<file path="src/design/dcm_pkg.sv">
// shared types, constants and a helper function for the diode companion model core
// no dependencies; imported by dcm_wmul and diode_companion_model_core
`default_nettype none

package dcm_pkg;

   // fixed-point formats
   localparam int VOLTAGE_FRAC_BITS = 24;
   localparam int X_SHIFT = 2 * VOLTAGE_FRAC_BITS - 32;  // v*inv down to Q32
   localparam int G_SHIFT = VOLTAGE_FRAC_BITS + 8;       // ise*inv down to conductance lsb
   localparam int V_SHIFT = VOLTAGE_FRAC_BITS - 8;       // g*|v| down to current lsb

   // shared multiplier geometry
   localparam int WIDE_W = 64;
   localparam int PART_W = 32;

   // arithmetic constants
   localparam logic [63:0] MAX64  = 64'h7FFF_FFFF_FFFF_FFFF;
   localparam logic [63:0] TOP64  = 64'h8000_0000_0000_0000;
   localparam logic [63:0] ONE_Q62 = 64'h4000_0000_0000_0000;
   localparam logic [63:0] LOG2E_Q32 = 64'h0000_0001_7154_7653;
   localparam logic [63:0] LN2_Q62 = 64'h2C5C_85FD_F473_DE6B;
   localparam logic [15:0] EXP_HIGH_INT = 16'd44;
   localparam logic [15:0] EXP_LOW_INT = 16'd64;
   localparam logic [4:0] TAYLOR_TERMS = 5'd30;

   // reset values of state and registers
   localparam logic [31:0] GUESS_RESET = 32'd11744051;
   localparam logic [62:0] IS_RESET = 63'd721;
   localparam logic [24:0] VT_RESET = 25'd419430;
   localparam logic [31:0] INV_RESET = 32'd671088640;

   // command codes
   localparam logic [1:0] CMD_SIM_BEGIN = 2'd0;
   localparam logic [1:0] CMD_STEP_BEGIN = 2'd1;
   localparam logic [1:0] CMD_ITERATE = 2'd2;
   localparam logic [1:0] CMD_SPARE = 2'd3;   // spare code, runs as iterate

   // register indexes
   localparam logic [1:0] REG_SAT_CURRENT = 2'd0;
   localparam logic [1:0] REG_THERMAL_V = 2'd1;
   localparam logic [1:0] REG_INV_THERMAL_V = 2'd2;

   typedef enum logic [3:0] {
      S_IDLE,
      S_LIMIT,
      S_XMUL,
      S_YMUL,
      S_TMUL,
      S_TAYMUL,
      S_TAYDIV,
      S_PMUL,
      S_PCHK,
      S_GMUL,
      S_VMUL,
      S_FINAL
   } state_type;

   typedef struct packed {
      logic        ovf;
      logic [63:0] value;
   } sat_type;

   // a minus b, b in sign and magnitude, saturated to int64; huge means |b| >= 2^64
   function automatic sat_type sub_sat(input logic [63:0] a, input logic b_neg,
                                       input logic [63:0] b_mag, input logic huge);
      sat_type     r;
      logic [63:0] ao;
      ao = a ^ TOP64;
      if (!b_neg) begin
         if (huge || (b_mag > ao)) begin
            r.ovf = 1'b1;
            r.value = TOP64;
         end else begin
            r.ovf = 1'b0;
            r.value = (ao - b_mag) ^ TOP64;
         end
      end else begin
         if (huge || (b_mag > ~ao)) begin
            r.ovf = 1'b1;
            r.value = MAX64;
         end else begin
            r.ovf = 1'b0;
            r.value = (ao + b_mag) ^ TOP64;
         end
      end
      return r;
   endfunction

endpackage

`default_nettype wire

</file>
<file path="src/design/dcm_wmul.sv">
// shared 64x64 unsigned multiplier built from one 32x32 multiplier over four steps
// depends on dcm_pkg for the operand and part widths
`default_nettype none

module dcm_wmul
   import dcm_pkg::*;
(
   input  wire logic                  clock,
   input  wire logic                  reset,
   input  wire logic                  start,
   input  wire logic [WIDE_W-1:0]     a,
   input  wire logic [WIDE_W-1:0]     b,
   output logic                       done,
   output logic [2*WIDE_W-1:0]        product
);

   logic [WIDE_W-1:0]   a_ff, a_in;
   logic [WIDE_W-1:0]   b_ff, b_in;
   logic [2:0]          step_ff, step_in;
   logic                busy_ff, busy_in;
   logic                pvld_ff, pvld_in;
   logic [1:0]          psh_ff, psh_in;
   logic [2*PART_W-1:0] prod_ff, prod_in;
   logic [2*WIDE_W-1:0] acc_ff, acc_in;
   logic                done_ff, done_in;

   assign done = done_ff;
   assign product = acc_ff;

   // partial product sequencing and accumulation
   always_comb begin
      logic [PART_W-1:0]   a_part;
      logic [PART_W-1:0]   b_part;
      logic [2*WIDE_W-1:0] addend;
      a_in = a_ff;
      b_in = b_ff;
      step_in = step_ff;
      busy_in = busy_ff;
      pvld_in = 1'b0;
      psh_in = psh_ff;
      prod_in = prod_ff;
      acc_in = acc_ff;
      done_in = 1'b0;
      a_part = step_ff[1] ? a_ff[WIDE_W-1:PART_W] : a_ff[PART_W-1:0];
      b_part = step_ff[0] ? b_ff[WIDE_W-1:PART_W] : b_ff[PART_W-1:0];
      addend = {{(2*WIDE_W-2*PART_W){1'b0}}, prod_ff} << {psh_ff, 5'b00000};
      if (start) begin
         a_in = a;
         b_in = b;
         step_in = 3'd0;
         busy_in = 1'b1;
         acc_in = '0;
      end else if (busy_ff) begin
         if (pvld_ff) begin
            acc_in = acc_ff + addend;
         end
         if (step_ff[2]) begin
            busy_in = 1'b0;
            done_in = 1'b1;
         end else begin
            prod_in = a_part * b_part;
            psh_in = {1'b0, step_ff[1]} + {1'b0, step_ff[0]};
            pvld_in = 1'b1;
            step_in = step_ff + 3'd1;
         end
      end
   end

   always_ff @(posedge clock) begin
      if (reset) begin
         busy_ff <= 1'b0;
         pvld_ff <= 1'b0;
         done_ff <= 1'b0;
         step_ff <= 3'd0;
      end else begin
         busy_ff <= busy_in;
         pvld_ff <= pvld_in;
         done_ff <= done_in;
         step_ff <= step_in;
      end
      a_ff <= a_in;
      b_ff <= b_in;
      psh_ff <= psh_in;
      prod_ff <= prod_in;
      acc_ff <= acc_in;
   end

endmodule

`default_nettype wire

</file>
<file path="config.mk">
export PLATFORM = sky130hd
export DESIGN_NAME = dcm_wmul
export DESIGN_NICKNAME = d
export VERILOG_FILES = /design/src/design/dcm_pkg.sv /design/src/design/dcm_wmul.sv
export SDC_FILE = /design/constraint.sdc
export NUM_CORES = 2
export LEC_CHECK = 0
export BUFFER_PORTS_ARGS = -buffer_cell sky130_fd_sc_hd__clkbuf_2
export CAP_MARGIN = 30
export CORE_MARGIN = 2
export CORE_UTILIZATION = 56
export DETAILED_ROUTE_END_ITERATION = 10
export GPL_ROUTABILITY_DRIVEN = 0
export GPL_TIMING_DRIVEN = 0
export PLACE_DENSITY = 0.81
export SLEW_MARGIN = 10
export SYNTH_ARGS = -nofsm -noshare
export SYNTH_HDL_FRONTEND = slang
export SYNTH_SLANG_ARGS = --single-unit
</file>
<file path="constraint.sdc">
create_clock -name clock -period 12.4 [get_ports clock]
set_clock_uncertainty 0.05 [all_clocks]
set_input_delay 2.48 -clock clock [delete_from_list [all_inputs] [get_ports clock]]
set_output_delay 2.48 -clock clock [all_outputs]
set_load 0.1 [all_outputs]
</file>
# After elaboration in Yosys (flattened, before gate mapping)

Index checks and enable logic that the tools add are counted.

Multipliers: 1
Mux-type cells: 7
Reductions and logical operators: 5
Shifts and indexed selects: 1
Bitwise logic cells: 3
Add/sub/neg operators: 3

Operators with widths:

| operator              | count |
|---|---|
| $add A128 B128 Y128   | 1 |
| $shl A64 B7 Y128      | 1 |
| $mul A32 B32 Y64      | 1 |
| $mux W32              | 2 |
| $mux W1               | 4 |
| $reduce_and A2 Y1     | 2 |
| $add A3 B1 Y3 const B | 1 |
| $mux W3               | 1 |
| $not A1 Y1            | 3 |
| $reduce_and A3 Y1     | 1 |
| $reduce_or A3 Y1      | 1 |
| $add A1 B1 Y2         | 1 |
| $reduce_or A2 Y1      | 1 |

Output and inout port bits: 129
Flip-flop bits (word level): 328
Input port bits: 131

# Longest topological paths before layout

Depth in word-level cells: 3
Gate-level depth with buffers: 35
Depth with buffers taken out: 31

# Worst setup path before layout

Ideal clock, no wire load.

Kind: reg2reg
From: register step_ff[0]
To: register prod_ff[61], data pin
Data required time: 12.092 ns
Setup slack: 3.415 ns
Buffers on the path: 3
Arrival time: 8.677 ns
Period minus slack after synthesis: 8.985 ns
Stages on the path, launching flop included: 33
Library setup time: 0.258 ns
Path through: dfxtp_1 clkbuf_1 buf_1 mux2i_1 clkbuf_1 nor2_1 fa_1 inv_1 fa_1 fa_1 fa_1 inv_1 fa_1 inv_1 fa_1 inv_1 fa_1 inv_1 fa_1 inv_1 ha_1 a21oi_1 o21ai_0 nand3_1 a21oi_1 or3_1 a21oi_1 o21ai_0 o41ai_1 o21ai_0 a221o_1 a21oi_1 xnor2_1

Longest elaborated chain between the ends: 2

RTL lines:

| element                  | RTL line       | source |
|---|---|---|
| start: declaration       | dcm_wmul.sv:19 | `logic [2:0] step_ff, step_in;` |
| start signal: assignment | dcm_wmul.sv:79 | `step_ff <= step_in;` |
| $mux W32                 | dcm_wmul.sv:45 | `b_part = step_ff[0] ? b_ff[WIDE_W-1:PART_W] : b_ff[PART_W-1:0];` |
| $mul A32 B32 Y64         | dcm_wmul.sv:61 | `prod_in = a_part * b_part;` |
| end signal: assignment   | dcm_wmul.sv:84 | `prod_ff <= prod_in;` |
| end: declaration         | dcm_wmul.sv:23 | `logic [2*PART_W-1:0] prod_ff, prod_in;` |

No other way between the ends.
A chain may end at the register's enable or synchronous reset.

# Worst setup path in the final report

Ends and elaborated chain as after synthesis.

==> results.toml <==
[status]
outcome = "complete, but fails checks"
violations = "design-rule violations"

[floorplanning]
die_x_um = 310
die_h_um = 310
core-area_sq_mm = 0.0932
rows = 112
io_pins = 260
dieArea_sq_mm = 0.0964
start_util_pct = 56.4

[setup_path]
crit_fanout = 10
critPathMaxStageDelay_ns = 0.83
critPathTopFamily = "adder cells"
required_ns = 12.71
critical_path_class = "reg -> reg"
crit_top_cell = "fa_1"
crit_buf_inv = 9
start_kind = "register"
worst_path_max_delay_cell = "mux2i_1"
crit_arrival_ns = 12.43
cp-end-kind = "register"

[clocking]
h-tree-depth = 2
clock_sinks = 328
cts_tree = "built"
clk_latency_ns = 0.63
clock_path_buffers = 3
cts-resized-gates = 0
path_clk_slew_ns = 0.06
hold_buffers = 0
post_cts_buffers = 0
numCtsBuffers = 38
cts_root_buf = "clkbuf_16"

[grt]
grtUsageMet1_pct = 44.6
track_usage_pct = 41.1
grt_pass1_vias = 47680
grt_pass1_wl_um = 287000
grt_overflow = 0
antenna_found_initial = 14
met3_usage_pct = 21.7
grt_max_degree = 113
gr-max-usage-layer = "met2"
use_met2_pct = 59.0

[final_layout]
drive_above_1_share_pct = 8.41
fillers = 7634
area.growth.synth_to_final_pct = 9.54
final_nets = 7738

[synthesis]
synth_nets = 7374
ys_seq_area_share_pct = 16.2
synth-edff-count = 194
ys_types = 87
synth_area_sq_mm = 0.0526
synthCells = 5955
ys_warn_count = 0
postSynth.asyncResetShare_pct = 0
ys_ff_latch = 328
synth_ff_type = "edfxtp_1"
postSynthAreaPerCell_sq_um = 8.83

[detailed_routing]
drc = 33
ant_nets = 0
wl_um = 196000
drtIter0Drc = 6787
dr.pass1.iters = 11
routed_via_density = 6.24
post_drt_wl_per_cell_um = 25.8
vias = 47480

[sta]
setup_tns_ns = 0
max_freq_ghz = 0.0825
post-route-min-period_ns = 12.12
finalSetupViolCount = 0
max_slew_margin_pct = 19.0
rsz0062_at_grt = "false"
hold_violations = 0
drv_slew = 0
whs_ns = 0.426
fin_crit_sh_pct = 97.8
worstMarginPinSlew_ns = 1.22

[flow_run]
cap_violations = 0

[min_path]
min_path_type = "reg -> reg"

[placed_design]
portBuffers = 259
dp_hpwl_um = 158000
state kept, by name, summed over array words and instances (netlist names):
name     flops
step_ff      3
prod_ff     64
pvld_ff      1
done         1
a_ff        64
b_ff        64
psh_ff       2
product    128
busy_ff      1
metal layers:
layer	vias up	routed length, um
met4	29	22100
met3	1425	33500
met5	-	764
met1	22263	61300
met2	4107	78400
li1	19656	-
cell families (layout without fill, tap and decap cells):
| family | after synthesis | after routing | share of synthesized area (%) |
|---|---|---|---|
| flip-flops | 328 | 328 | 16.2 |
| AO/OA/AOI/OAI | 848 | 848 | 9.97 |
| multiplexers | 163 | 163 | 3.26 |
| adder cells (fa/ha/maj) | 1288 | 1288 | 43.4 |
| other | 0 | 6 | 0 |
| XOR/XNOR | 175 | 175 | 2.91 |
| buffers and inverters | 1234 | 1628 | 9.15 |
| AND/OR/NAND/NOR | 1919 | 1919 | 15.1 |
cell usage after synthesis (82+ instances only):
cell type    n  area [sq um]
inv_1      936          3510
fa_1       897         18000
nor2_1     811          3040
nand2_1    804          3020
ha_1       391          4890
a21oi_1    339          1700
clkbuf_1   235           882
edfxtp_1   194          5830
o21ai_0    172           861
dfxtp_1    134          2680
xnor2_1    117          1020
mux2i_1     98           981
a21o_1      82           616
area by class of cell:
cell class / count / area (sq um) / area share [%]
antenna: 6 / 15.0 / 0.0261
tap: 1254 / 1570 / 2.72
inverter: 937 / 3520 / 6.11
timing repair buffer: 324 / 2040 / 3.55
buffer: 297 / 1300 / 2.25
clock inverter: 24 / 314 / 0.545
clock buffer: 46 / 1000 / 1.74
sequential: 328 / 8510 / 14.8
multi-input combinational: 4393 / 39300 / 68.3
placed cells by master, fill, tap and decap left out, types with 172 or more instances in the layout:
cell type,count
nor2_1,810
nand2_1,804
o21ai_0,172
ha_1,391
inv_1,936
a21oi_1,339
clkbuf_1,242
edfxtp_1,194
clkbuf_2,263
fa_1,897
metrics by stage:
| step | setup slack (ns) | utilization (%) | instance area, sq um | std cells |
|---|---|---|---|---|
| 2_1_floorplan | 3.42 | - | 52600 | 5955 |
| 3_3_place_gp | 0.759 | 59.5 | 55500 | 7468 |
| 3_5_place_dp | 0.653 | 60.1 | 56000 | 7513 |
| 4_1_cts | 0.609 | 61.5 | 57300 | 7583 |
| 5_1_grt | 0.168 | 61.8 | 57600 | 7605 |
| 6_report | 0.278 | 61.8 | 57600 | 7609 |
tightest hold or removal path: cells and delay by family (launching register included):
family / cells / cell delay, ns
compound gates: 1 / 0.05
flops: 1 / 0.32
simple gates: 1 / 0.06
path summary, 6_finish.rpt:
kind	startpoint	end	slack [ns]	cells past startpoint
worst min register to register	product[53]	product[53]	0.43	2
worst max register to register	step_ff[0]	prod_ff[61]	0.28	32
worst max-delay path	step_ff[0]	prod_ff[61]	0.28	32
worst min-delay path	product[53]	product[53]	0.43	2
Power is left out: the tool's default activity adds up to more than one toggle a clock period on the data nets, which glitch-free logic cannot reach.
